**src/rtl/core/tss_pkg.sv**
```systemverilog
// ----------------------------------------------------------------------------
// tss_pkg
// shared types and constants of the triangle scanline span block
// ----------------------------------------------------------------------------
`timescale 1ns / 1ps
`default_nettype none
package tss_pkg;

  // width of the span index field
  localparam int IDX_W = 13;

  // per-item control flags that ride along the divider stages
  typedef struct packed {
    logic flat;
    logic in_range;
    logic last;
    logic use_end;
  } tss_ctl_t;

endpackage
`default_nettype wire

```
**src/rtl/core/tss_if.sv**
```systemverilog
// ----------------------------------------------------------------------------
// tss_if
// valid/ready channels for triangle queries and span results
// ----------------------------------------------------------------------------
`timescale 1ns / 1ps
`default_nettype none
interface tss_in_if #(parameter int CB = 12);
  logic                        valid;
  logic                        ready;
  logic signed [CB-1:0]        ax;
  logic signed [CB-1:0]        ay;
  logic signed [CB-1:0]        bx;
  logic signed [CB-1:0]        by_coord;
  logic signed [CB-1:0]        cx;
  logic signed [CB-1:0]        cy;
  logic [tss_pkg::IDX_W-1:0]   span_index;
  modport source(output valid, ax, ay, bx, by_coord, cx, cy, span_index, input ready);
  modport sink(input valid, ax, ay, bx, by_coord, cx, cy, span_index, output ready);
endinterface

interface tss_out_if #(parameter int CB = 12);
  logic                 valid;
  logic                 ready;
  logic signed [CB-1:0] row_y;
  logic signed [CB-1:0] left_x;
  logic signed [CB-1:0] right_x;
  logic                 span_valid;
  logic                 last_span;
  modport source(output valid, row_y, left_x, right_x, span_valid, last_span, input ready);
  modport sink(input valid, row_y, left_x, right_x, span_valid, last_span, output ready);
endinterface
`default_nettype wire

```
**src/rtl/core/tss_setup.sv**
```systemverilog
// ----------------------------------------------------------------------------
// tss_setup
// vertex sort, span decode and edge numerator product, three register stages
// ----------------------------------------------------------------------------
`timescale 1ns / 1ps
`default_nettype none
module tss_setup #(
  parameter int CB = 12
) (
  input  wire logic                       clk,
  input  wire logic                       rst_n,
  input  wire logic                       en,
  input  wire logic                       in_valid,
  input  wire logic signed [CB-1:0]       ax,
  input  wire logic signed [CB-1:0]       ay,
  input  wire logic signed [CB-1:0]       bx,
  input  wire logic signed [CB-1:0]       by_coord,
  input  wire logic signed [CB-1:0]       cx,
  input  wire logic signed [CB-1:0]       cy,
  input  wire logic [tss_pkg::IDX_W-1:0]  span_index,
  output logic                            out_valid,
  output tss_pkg::tss_ctl_t               ctl,
  output logic signed [CB-1:0]            row,
  output logic signed [CB-1:0]            flat_l,
  output logic signed [CB-1:0]            flat_r,
  output logic signed [CB-1:0]            end_x,
  output logic signed [CB-1:0]            xs_l,
  output logic signed [CB-1:0]            xs_s,
  output logic                            neg_l,
  output logic                            neg_s,
  output logic [2*CB:0]                   mag_l,
  output logic [2*CB:0]                   mag_s,
  output logic [CB:0]                     den_l,
  output logic [CB:0]                     den_s
);
  import tss_pkg::*;

  localparam int CW = (CB + 2 > IDX_W) ? CB + 2 : IDX_W;
  localparam int PW = 2 * CB + 2;

  // stage 1: sorted vertices
  logic                 v1_r;
  logic signed [CB-1:0] x0_r, x1_r, x2_r, y0_r, y1_r, y2_r;
  logic [IDX_W-1:0]     idx1_r;

  logic signed [CB-1:0] sx0, sx1, sx2, sy0, sy1, sy2, tx, ty;

  always_comb begin
    sx0 = ax; sy0 = ay; sx1 = bx; sy1 = by_coord; sx2 = cx; sy2 = cy;
    if (sy0 > sy1) begin
      tx = sx0; ty = sy0; sx0 = sx1; sy0 = sy1; sx1 = tx; sy1 = ty;
    end
    if (sy1 > sy2) begin
      tx = sx1; ty = sy1; sx1 = sx2; sy1 = sy2; sx2 = tx; sy2 = ty;
    end
    if (sy0 > sy1) begin
      tx = sx0; ty = sy0; sx0 = sx1; sy0 = sy1; sx1 = tx; sy1 = ty;
    end
    tx = sx0;
    ty = sy0;
  end

  always_ff @(posedge clk) begin
    if (!rst_n) begin
      v1_r <= 1'b0;
    end else if (en) begin
      v1_r <= in_valid;
    end
  end

  always_ff @(posedge clk) begin
    if (en) begin
      x0_r <= sx0; x1_r <= sx1; x2_r <= sx2;
      y0_r <= sy0; y1_r <= sy1; y2_r <= sy2;
      idx1_r <= span_index;
    end
  end

  // stage 2: span decode
  logic                 v2_r;
  tss_ctl_t             ctl2_r;
  logic signed [CB-1:0] row2_r, fl2_r, fr2_r, endx2_r, x0_2_r, xs2_r;
  logic signed [CB:0]   dl2_r, ds2_r;
  logic [CB-1:0]        kl2_r, ks2_r, hl2_r, hs2_r;

  logic [CB:0]          t01, t12, t02;
  logic [CB-1:0]        dy01, dy12, dy02;
  logic [CW-1:0]        idx_w, n_upper, n_total, k_long_w, k_short_w;
  logic                 upper;
  logic [CB-1:0]        hs;
  logic signed [CB-1:0] mn, mx;
  tss_ctl_t             ctl_nxt;

  always_comb begin
    t01  = {y1_r[CB-1], y1_r} - {y0_r[CB-1], y0_r};
    t12  = {y2_r[CB-1], y2_r} - {y1_r[CB-1], y1_r};
    t02  = {y2_r[CB-1], y2_r} - {y0_r[CB-1], y0_r};
    dy01 = t01[CB-1:0];
    dy12 = t12[CB-1:0];
    dy02 = t02[CB-1:0];
    idx_w   = {{(CW-IDX_W){1'b0}}, idx1_r};
    n_upper = {{(CW-CB){1'b0}}, dy01} + CW'(1);
    n_total = {{(CW-CB){1'b0}}, dy02} + CW'(2);
    upper   = idx_w < n_upper;
    k_long_w  = upper ? idx_w : idx_w - CW'(1);
    k_short_w = upper ? idx_w : idx_w - n_upper;
    hs      = upper ? dy01 : dy12;
    ctl_nxt.flat     = (dy02 == '0);
    ctl_nxt.in_range = ctl_nxt.flat ? (idx_w == '0) : (idx_w < n_total);
    ctl_nxt.last     = ctl_nxt.flat ? 1'b1 : (idx_w == n_total - CW'(1));
    ctl_nxt.use_end  = (hs == '0);
    mn = (x0_r < x1_r) ? x0_r : x1_r;
    mn = (mn < x2_r) ? mn : x2_r;
    mx = (x0_r > x1_r) ? x0_r : x1_r;
    mx = (mx > x2_r) ? mx : x2_r;
  end

  always_ff @(posedge clk) begin
    if (!rst_n) begin
      v2_r <= 1'b0;
    end else if (en) begin
      v2_r <= v1_r;
    end
  end

  always_ff @(posedge clk) begin
    if (en) begin
      ctl2_r  <= ctl_nxt;
      row2_r  <= y0_r + $signed(k_long_w[CB-1:0]);
      fl2_r   <= mn;
      fr2_r   <= mx;
      endx2_r <= upper ? x1_r : x2_r;
      x0_2_r  <= x0_r;
      xs2_r   <= upper ? x0_r : x1_r;
      dl2_r   <= {x2_r[CB-1], x2_r} - {x0_r[CB-1], x0_r};
      ds2_r   <= upper ? ({x1_r[CB-1], x1_r} - {x0_r[CB-1], x0_r})
                       : ({x2_r[CB-1], x2_r} - {x1_r[CB-1], x1_r});
      kl2_r   <= k_long_w[CB-1:0];
      ks2_r   <= k_short_w[CB-1:0];
      hl2_r   <= dy02;
      hs2_r   <= hs;
    end
  end

  // stage 3: numerator 2*d*k + h, split into sign and magnitude
  logic signed [PW-1:0] pl, ps, nl, ns, abs_l, abs_s;

  always_comb begin
    pl = PW'(dl2_r * $signed({1'b0, kl2_r}));
    ps = PW'(ds2_r * $signed({1'b0, ks2_r}));
    nl = (pl <<< 1) + $signed({{(PW-CB){1'b0}}, hl2_r});
    ns = (ps <<< 1) + $signed({{(PW-CB){1'b0}}, hs2_r});
    abs_l = nl[PW-1] ? -nl : nl;
    abs_s = ns[PW-1] ? -ns : ns;
  end

  logic v3_r;

  always_ff @(posedge clk) begin
    if (!rst_n) begin
      v3_r <= 1'b0;
    end else if (en) begin
      v3_r <= v2_r;
    end
  end

  always_ff @(posedge clk) begin
    if (en) begin
      ctl    <= ctl2_r;
      row    <= row2_r;
      flat_l <= fl2_r;
      flat_r <= fr2_r;
      end_x  <= endx2_r;
      xs_l   <= x0_2_r;
      xs_s   <= xs2_r;
      neg_l  <= nl[PW-1];
      neg_s  <= ns[PW-1];
      // magnitude never exceeds 2*CB+1 bits
      mag_l  <= abs_l[2*CB:0];
      mag_s  <= abs_s[2*CB:0];
      den_l  <= {hl2_r, 1'b0};
      den_s  <= {hs2_r, 1'b0};
    end
  end

  assign out_valid = v3_r;

endmodule
`default_nettype wire

```
**src/rtl/core/tss_div.sv**
```systemverilog
// ----------------------------------------------------------------------------
// tss_div
// two-lane restoring divider, one quotient bit per register stage
// ----------------------------------------------------------------------------
`timescale 1ns / 1ps
`default_nettype none
module tss_div #(
  parameter int NW = 25,
  parameter int DW = 13,
  parameter int QW = 12,
  parameter int SW = 8
) (
  input  wire logic          clk,
  input  wire logic          rst_n,
  input  wire logic          en,
  input  wire logic          in_valid,
  input  wire logic [NW-1:0] num_a,
  input  wire logic [DW-1:0] den_a,
  input  wire logic [NW-1:0] num_b,
  input  wire logic [DW-1:0] den_b,
  input  wire logic [SW-1:0] side_in,
  output logic               out_valid,
  output logic [QW-1:0]      quo_a,
  output logic [QW-1:0]      quo_b,
  output logic [SW-1:0]      side_out
);

  logic          v_r    [QW];
  logic [NW-1:0] rema_r [QW];
  logic [NW-1:0] remb_r [QW];
  logic [DW-1:0] dena_r [QW];
  logic [DW-1:0] denb_r [QW];
  logic [QW-1:0] qa_r   [QW];
  logic [QW-1:0] qb_r   [QW];
  logic [SW-1:0] side_r [QW];

  for (genvar s = 0; s < QW; s++) begin : g_st
    localparam int B = QW - 1 - s;
    logic          v_in;
    logic [NW-1:0] ra_in, rb_in;
    logic [DW-1:0] da_in, db_in;
    logic [QW-1:0] qa_in, qb_in;
    logic [SW-1:0] sd_in;
    logic [NW:0]   tra, trb;

    if (s == 0) begin : g_first
      assign v_in  = in_valid;
      assign ra_in = num_a;
      assign rb_in = num_b;
      assign da_in = den_a;
      assign db_in = den_b;
      assign qa_in = '0;
      assign qb_in = '0;
      assign sd_in = side_in;
    end else begin : g_next
      assign v_in  = v_r[s-1];
      assign ra_in = rema_r[s-1];
      assign rb_in = remb_r[s-1];
      assign da_in = dena_r[s-1];
      assign db_in = denb_r[s-1];
      assign qa_in = qa_r[s-1];
      assign qb_in = qb_r[s-1];
      assign sd_in = side_r[s-1];
    end

    // trial subtract of the shifted divisor, borrow means the bit is zero
    assign tra = {1'b0, ra_in} - ({{(NW+1-DW){1'b0}}, da_in} << B);
    assign trb = {1'b0, rb_in} - ({{(NW+1-DW){1'b0}}, db_in} << B);

    always_ff @(posedge clk) begin
      if (!rst_n) begin
        v_r[s] <= 1'b0;
      end else if (en) begin
        v_r[s] <= v_in;
      end
    end

    always_ff @(posedge clk) begin
      if (en) begin
        rema_r[s] <= tra[NW] ? ra_in : tra[NW-1:0];
        remb_r[s] <= trb[NW] ? rb_in : trb[NW-1:0];
        dena_r[s] <= da_in;
        denb_r[s] <= db_in;
        qa_r[s]   <= {qa_in[QW-2:0], ~tra[NW]};
        qb_r[s]   <= {qb_in[QW-2:0], ~trb[NW]};
        side_r[s] <= sd_in;
      end
    end
  end

  assign out_valid = v_r[QW-1];
  assign quo_a     = qa_r[QW-1];
  assign quo_b     = qb_r[QW-1];
  assign side_out  = side_r[QW-1];

endmodule
`default_nettype wire

```
**src/rtl/core/tss_fin.sv**
```systemverilog
// ----------------------------------------------------------------------------
// tss_fin
// edge x assembly, span ordering and the output register
// ----------------------------------------------------------------------------
`timescale 1ns / 1ps
`default_nettype none
module tss_fin #(
  parameter int CB = 12
) (
  input  wire logic                 clk,
  input  wire logic                 rst_n,
  input  wire logic                 in_valid,
  input  wire tss_pkg::tss_ctl_t    ctl,
  input  wire logic signed [CB-1:0] row,
  input  wire logic signed [CB-1:0] flat_l,
  input  wire logic signed [CB-1:0] flat_r,
  input  wire logic signed [CB-1:0] end_x,
  input  wire logic signed [CB-1:0] xs_l,
  input  wire logic signed [CB-1:0] xs_s,
  input  wire logic                 neg_l,
  input  wire logic                 neg_s,
  input  wire logic [CB-1:0]        quo_l,
  input  wire logic [CB-1:0]        quo_s,
  output logic                      en,
  tss_out_if.source                 out_ch
);
  import tss_pkg::*;

  logic                 valid_r;
  logic signed [CB-1:0] row_r, lx_r, rx_r;
  logic                 sv_r, last_r;

  logic signed [CB:0]   ql, qs, sa, sb;
  logic signed [CB-1:0] xa, xb, lx_nxt, rx_nxt, row_nxt;

  always_comb begin
    ql = neg_l ? -$signed({1'b0, quo_l}) : $signed({1'b0, quo_l});
    qs = neg_s ? -$signed({1'b0, quo_s}) : $signed({1'b0, quo_s});
    sa = $signed({xs_l[CB-1], xs_l}) + ql;
    sb = $signed({xs_s[CB-1], xs_s}) + qs;
    xa = sa[CB-1:0];
    xb = ctl.use_end ? end_x : sb[CB-1:0];
    if (!ctl.in_range) begin
      lx_nxt = '0; rx_nxt = '0; row_nxt = '0;
    end else if (ctl.flat) begin
      lx_nxt = flat_l; rx_nxt = flat_r; row_nxt = row;
    end else begin
      lx_nxt  = (xa > xb) ? xb : xa;
      rx_nxt  = (xa > xb) ? xa : xb;
      row_nxt = row;
    end
  end

  assign en = !valid_r || out_ch.ready;

  always_ff @(posedge clk) begin
    if (!rst_n) begin
      valid_r <= 1'b0;
    end else if (en) begin
      valid_r <= in_valid;
    end
  end

  always_ff @(posedge clk) begin
    if (en) begin
      row_r  <= row_nxt;
      lx_r   <= lx_nxt;
      rx_r   <= rx_nxt;
      sv_r   <= ctl.in_range;
      last_r <= ctl.in_range && ctl.last;
    end
  end

  assign out_ch.valid      = valid_r;
  assign out_ch.row_y      = row_r;
  assign out_ch.left_x     = lx_r;
  assign out_ch.right_x    = rx_r;
  assign out_ch.span_valid = sv_r;
  assign out_ch.last_span  = last_r;

endmodule
`default_nettype wire

```
**src/rtl/core/triangle_scanline_span_top.sv**
```systemverilog
// ----------------------------------------------------------------------------
// triangle_scanline_span_top
// returns one span of a scanline triangle fill per query
// ----------------------------------------------------------------------------
// channel   dir  contents
// in_ch     in   three vertices (x, y) and the span index
// out_ch    out  row, left and right x, span valid, last span
//
// one query per cycle while the output is not stalled; stages: sort, decode,
// multiply, one stage per quotient bit in the edge divider, output register
// all stages advance together while the output register is empty or taken
// a stall freezes every stage, in_ch.ready is high while out_ch is empty or taken
// synchronous reset clears the stage valid bits only
`timescale 1ns / 1ps
`default_nettype none
module triangle_scanline_span_top #(
  parameter int COORD_BITS = 12
) (
  input wire logic  clk,
  input wire logic  rst_n,
  tss_in_if.sink    in_ch,
  tss_out_if.source out_ch
);
  import tss_pkg::*;

  localparam int CB = COORD_BITS;
  localparam int NW = 2 * CB + 1;
  localparam int DW = CB + 1;
  localparam int CT = $bits(tss_ctl_t);
  localparam int SW = CT + 2 + 6 * CB;

  logic                 en;
  logic                 v3;
  tss_ctl_t             ctl3, ctl_d;
  logic signed [CB-1:0] row3, fl3, fr3, ex3, xl3, xs3;
  logic signed [CB-1:0] row_d, fl_d, fr_d, ex_d, xl_d, xs_d;
  logic                 ngl3, ngs3, ngl_d, ngs_d;
  logic [NW-1:0]        mag_l, mag_s;
  logic [DW-1:0]        den_l, den_s;
  logic                 v_d;
  logic [CB-1:0]        q_l, q_s;
  logic [SW-1:0]        side_in, side_out;

  assign in_ch.ready = en;

  tss_setup #(.CB(CB)) u_setup (
    .clk, .rst_n, .en,
    .in_valid(in_ch.valid),
    .ax(in_ch.ax), .ay(in_ch.ay), .bx(in_ch.bx), .by_coord(in_ch.by_coord),
    .cx(in_ch.cx), .cy(in_ch.cy), .span_index(in_ch.span_index),
    .out_valid(v3), .ctl(ctl3), .row(row3), .flat_l(fl3), .flat_r(fr3),
    .end_x(ex3), .xs_l(xl3), .xs_s(xs3), .neg_l(ngl3), .neg_s(ngs3),
    .mag_l, .mag_s, .den_l, .den_s
  );

  assign side_in = {ctl3, ngl3, ngs3, row3, fl3, fr3, ex3, xl3, xs3};

  tss_div #(.NW(NW), .DW(DW), .QW(CB), .SW(SW)) u_div (
    .clk, .rst_n, .en,
    .in_valid(v3),
    .num_a(mag_l), .den_a(den_l), .num_b(mag_s), .den_b(den_s),
    .side_in,
    .out_valid(v_d), .quo_a(q_l), .quo_b(q_s), .side_out
  );

  assign {ctl_d, ngl_d, ngs_d, row_d, fl_d, fr_d, ex_d, xl_d, xs_d} = side_out;

  tss_fin #(.CB(CB)) u_fin (
    .clk, .rst_n,
    .in_valid(v_d), .ctl(ctl_d), .row(row_d), .flat_l(fl_d), .flat_r(fr_d),
    .end_x(ex_d), .xs_l(xl_d), .xs_s(xs_d), .neg_l(ngl_d), .neg_s(ngs_d),
    .quo_l(q_l), .quo_s(q_s), .en, .out_ch
  );

  a_ordered: assert property (@(posedge clk) disable iff (!rst_n)
    out_ch.valid && out_ch.span_valid |-> out_ch.left_x <= out_ch.right_x)
    else $error("span left end beyond right end");

  a_last_valid: assert property (@(posedge clk) disable iff (!rst_n)
    out_ch.valid && out_ch.last_span |-> out_ch.span_valid)
    else $error("last span flagged on an invalid span");

  a_zero_fill: assert property (@(posedge clk) disable iff (!rst_n)
    out_ch.valid && !out_ch.span_valid |->
      out_ch.row_y == '0 && out_ch.left_x == '0 && out_ch.right_x == '0)
    else $error("invalid span carries nonzero fields");

  a_ready: assert property (@(posedge clk) disable iff (!rst_n)
    in_ch.ready == (!out_ch.valid || out_ch.ready))
    else $error("input ready does not track output stall");

endmodule
`default_nettype wire
```
**src/flat_wrapper.sv**
```systemverilog
// flat-port wrapper written by rule: the top's interface ports become plain ports
module triangle_scanline_span_top_flat import tss_pkg::*;
#(
  parameter int COORD_BITS = 12
)
  (clk, rst_n, in_ch_valid, in_ch_ax, in_ch_ay, in_ch_bx, in_ch_by_coord, in_ch_cx, in_ch_cy, in_ch_span_index, in_ch_ready, out_ch_valid, out_ch_row_y, out_ch_left_x, out_ch_right_x, out_ch_span_valid, out_ch_last_span, out_ch_ready);
  tss_in_if in_ch_i ();
  tss_out_if out_ch_i ();
  input wire logic clk;
  input wire logic rst_n;
  input wire logic [$bits(in_ch_i.valid)-1:0] in_ch_valid;
  input wire logic [$bits(in_ch_i.ax)-1:0] in_ch_ax;
  input wire logic [$bits(in_ch_i.ay)-1:0] in_ch_ay;
  input wire logic [$bits(in_ch_i.bx)-1:0] in_ch_bx;
  input wire logic [$bits(in_ch_i.by_coord)-1:0] in_ch_by_coord;
  input wire logic [$bits(in_ch_i.cx)-1:0] in_ch_cx;
  input wire logic [$bits(in_ch_i.cy)-1:0] in_ch_cy;
  input wire logic [$bits(in_ch_i.span_index)-1:0] in_ch_span_index;
  output wire logic [$bits(in_ch_i.ready)-1:0] in_ch_ready;
  output wire logic [$bits(out_ch_i.valid)-1:0] out_ch_valid;
  output wire logic [$bits(out_ch_i.row_y)-1:0] out_ch_row_y;
  output wire logic [$bits(out_ch_i.left_x)-1:0] out_ch_left_x;
  output wire logic [$bits(out_ch_i.right_x)-1:0] out_ch_right_x;
  output wire logic [$bits(out_ch_i.span_valid)-1:0] out_ch_span_valid;
  output wire logic [$bits(out_ch_i.last_span)-1:0] out_ch_last_span;
  input wire logic [$bits(out_ch_i.ready)-1:0] out_ch_ready;
  assign in_ch_i.valid = in_ch_valid;
  assign in_ch_i.ax = in_ch_ax;
  assign in_ch_i.ay = in_ch_ay;
  assign in_ch_i.bx = in_ch_bx;
  assign in_ch_i.by_coord = in_ch_by_coord;
  assign in_ch_i.cx = in_ch_cx;
  assign in_ch_i.cy = in_ch_cy;
  assign in_ch_i.span_index = in_ch_span_index;
  assign in_ch_ready = in_ch_i.ready;
  assign out_ch_valid = out_ch_i.valid;
  assign out_ch_row_y = out_ch_i.row_y;
  assign out_ch_left_x = out_ch_i.left_x;
  assign out_ch_right_x = out_ch_i.right_x;
  assign out_ch_span_valid = out_ch_i.span_valid;
  assign out_ch_last_span = out_ch_i.last_span;
  assign out_ch_i.ready = out_ch_ready;
  triangle_scanline_span_top #(.COORD_BITS(COORD_BITS)) u_core (.clk(clk), .rst_n(rst_n), .in_ch(in_ch_i), .out_ch(out_ch_i));
endmodule
```
**config.mk**
```make
export PLATFORM = sky130hd
export DESIGN_NAME = triangle_scanline_span_top_flat
export DESIGN_NICKNAME = d
export VERILOG_FILES = /design/src/rtl/core/tss_pkg.sv /design/src/rtl/core/tss_if.sv /design/src/rtl/core/tss_setup.sv /design/src/rtl/core/tss_div.sv /design/src/rtl/core/tss_fin.sv /design/src/rtl/core/triangle_scanline_span_top.sv /design/src/flat_wrapper.sv
export SDC_FILE = /design/constraint.sdc
export NUM_CORES = 2
export LEC_CHECK = 0
export BUFFER_PORTS_ARGS = -buffer_cell sky130_fd_sc_hd__buf_2
export CAP_MARGIN = 25
export CORE_ASPECT_RATIO = 0.5
export CORE_UTILIZATION = 40
export DETAILED_ROUTE_END_ITERATION = 16
export SLEW_MARGIN = 15
export SYNTH_ARGS = -nofsm -noshare
export SYNTH_HDL_FRONTEND = slang
export SYNTH_SLANG_ARGS = --single-unit
```
**constraint.sdc**
```tcl
create_clock -name clk -period 129.5 [get_ports clk]
set_input_delay 25.9 -clock clk [delete_from_list [all_inputs] [get_ports clk]]
set_output_delay 25.9 -clock clk [all_outputs]
set_load 0.03 [all_outputs]
```
==> impl_metrics.py <==
metrics = {
    "layout": {
        "final_common_cell": "edfxtp_1",
        "regArea_um2": 69700,
        "nFillCells": 25300,
        "fin_util": 0.447,
        "drive_gt1_frac": 0.0717,
        "areaGrowthSynthToFinish_pct": 10.9,
        "final_nets": 10100,
        "multi_input_area_um2": 40200,
        "final_cell_area_um2": 127000,
        "final_cell_mix": "2318 x edfxtp_1, 1088 x inv_1, 661 x nand2_1",
    },
    "route": {
        "wire_per_inst_um": 17.6,
        "postRouteWirelength_mm": 229,
        "drc": 0,
        "drtAntennaViolNets": 0,
        "vias_per_cell": 4.96,
        "via_count": 64400,
        "drt_iter0_markers": 4758,
        "dr.pass1.iters": 6,
    },
    "setup_path": {
        "end_kind": "primary output",
        "critPathMaxFanout": 52,
        "worstSetupPathType": "input port to primary output",
        "cp-start-kind": "input port",
        "crit_arrival_ns": 27.22,
        "critPathRequiredTime_ns": 103.60,
    },
    "clock_network": {
        "clk_latency_ns": 0.87,
        "cts_buffer_depth": 4,
        "ctsHoldBuffers": 0,
        "clockRootBuffer": "clkbuf_16",
        "postCtsSetupBuffers": 0,
        "cts_resized": 0,
        "clkTransAtPathRegs_ns": 0.07,
        "cts_tree": "yes",
        "cts_buffers": 213,
        "cts.sinks": 2323,
        "htreeDepth": 4,
    },
    "timing": {
        "tightest_slew_ns": 1.04,
        "hold-worst-slack_ns": 0.367,
        "post-route-period-util": 0.410,
        "slew_viol_final": 0,
        "rsz0062_at_grt": "false",
        "fin_worst_skew_ns": 0.0691,
        "setup_viol": 0,
        "slew_headroom": 0.304,
        "max_freq_mhz": 18.8,
        "fin_setup_tns_ns": 0,
        "hold_viol": 0,
        "period_minus_slack_ns": 53.12,
    },
    "floorplan": {
        "dieArea_um2": 289000,
        "start_util": 0.404,
        "fp-row-count": 138,
        "core_um2": 284000,
        "ios": 129,
        "die_w_um": 759,
        "fp.dieH_um": 381,
    },
    "global_routing": {
        "grt_util_all_layers": 0.156,
        "grt_pass1_vias": 62900,
        "grt_first_pass_wirelength_mm": 357,
        "antenna_found_initial": 22,
        "grt_overflow": 0,
        "grt_max_degree": 165,
    },
    "placement": {
        "gp_congestion": 0.891,
        "placed_area_um2": 120000,
        "hpwl_mm": 170,
        "port_buffers": 128,
    },
    "yosys": {
        "syn_area_um2": 115000,
        "synth-async-reset-ratio": 0,
        "synth.distinct_cells": 103,
        "synth_edf_count": 2318,
        "yosysSeqAreaShare": 0.608,
        "syn-num-nets": 9846,
        "synth_ff_type": "edfxtp_1",
        "synth_warnings": 0,
        "postSynthRegisterBits": 2323,
        "avgSynthCellArea_um2": 13.0,
        "synthCells": 8799,
    },
    "status": {
        "outcome": "complete, no violations",
    },
    "flow_run": {
        "maxCapViolations": 0,
    },
    "min_path": {
        "holdCritPathClass": "flop to flop",
    },
}
## critical path: stages
cell,delay [ns]
buf_2,0.09
nor2b_1,0.56
inv_8,0.27
buf_2,0.30
## layer usage
layer,track usage,share of wire
met5,0,0.000044
met4,0.0430,0.028
met3,0.0223,0.041
met2,0.249,0.45
met1,0.223,0.48
## cell families (layout without fill, tap and decap cells)
kind of cell	after synthesis	count (layout)	synth area share
flops	2323	2323	0.608
simple gates	2090	2090	0.0886
compound gates	1494	1494	0.0828
buf+inv	1276	1683	0.0421
fa+ha+maj	958	958	0.126
xor+xnor	510	510	0.0390
mux	148	148	0.0136
other cells	0	6	0
## state kept, by name, summed over array words and instances, names as in the netlist, 13 cells and up
name                   flops
u_core.u_div.qb_r         78
u_core.u_setup.mag_l      25
u_core.u_div.dena_r      121
u_core.u_div.side_r      936
u_core.u_div.rema_r      275
u_core.u_setup.idx1_r     13
u_core.u_div.denb_r      121
u_core.u_div.qa_r         78
u_core.u_setup.dl2_r      13
u_core.u_setup.mag_s      25
u_core.u_setup.ds2_r      13
u_core.u_div.remb_r      275
## layout make-up
cell class              count  share of cell area
diodes                      6            0.000118
clock buffers             253              0.0435
flip-flops and latches   2323               0.549
repair buffers            204              0.0111
inverters                1093              0.0324
clock inverters           133              0.0106
well taps                3780              0.0372
multi-input cells        5200               0.317
## synth_stat cells (52+ instances only)
cell      instances  share of area
a21boi_0        111         0.0073
a21o_1           91         0.0060
a21oi_1         355          0.015
and2_1          199          0.011
clkbuf_1        161         0.0053
edfxtp_1       2318           0.61
fa_1            324          0.057
ha_1            634          0.069
inv_1          1089          0.036
mux2_2           63         0.0062
mux2i_1          83         0.0072
nand2_1         661          0.022
nand2b_1        101         0.0055
nand3_1         129         0.0056
nor2_1          458          0.015
nor2b_1          99         0.0054
nor3_1          146         0.0064
nor4_1           52         0.0028
o21a_1           73         0.0048
o21ai_0         445          0.019
o31ai_1          86         0.0056
xnor2_1         337          0.026
xor2_1          173          0.013
## worst paths after layout
path | endpoint | from | slack [ns] | cells after the start
setup reg to reg | u_core.u_setup.mag_s[11] | u_core.u_setup.ks2_r[1] | 120.95 | 28
hold / removal | u_core.u_div.side_r[0][215] | u_core.u_div.side_r[0][137] | 0.37 | 0
hold reg to reg | u_core.u_div.side_r[0][215] | u_core.u_div.side_r[0][137] | 0.37 | 0
setup / recovery | in_ch_ready | out_ch_ready | 76.38 | 4
## per-stage QoR
| stage | instances | worst slack (ns) |
|---|---|---|
| 6_report | 13000 | 76.38 |
| 5_1_grt | 13000 | 76.27 |
| 4_1_cts | 13000 | 76.39 |
| 3_5_place_dp | 12600 | 76.41 |
| 3_3_place_gp | 12600 | 76.41 |
| 2_1_floorplan | 8799 | 15.12 |
Power is not shown: default switching activity piles up to over one toggle a cycle in this logic, so the estimate is an artifact.
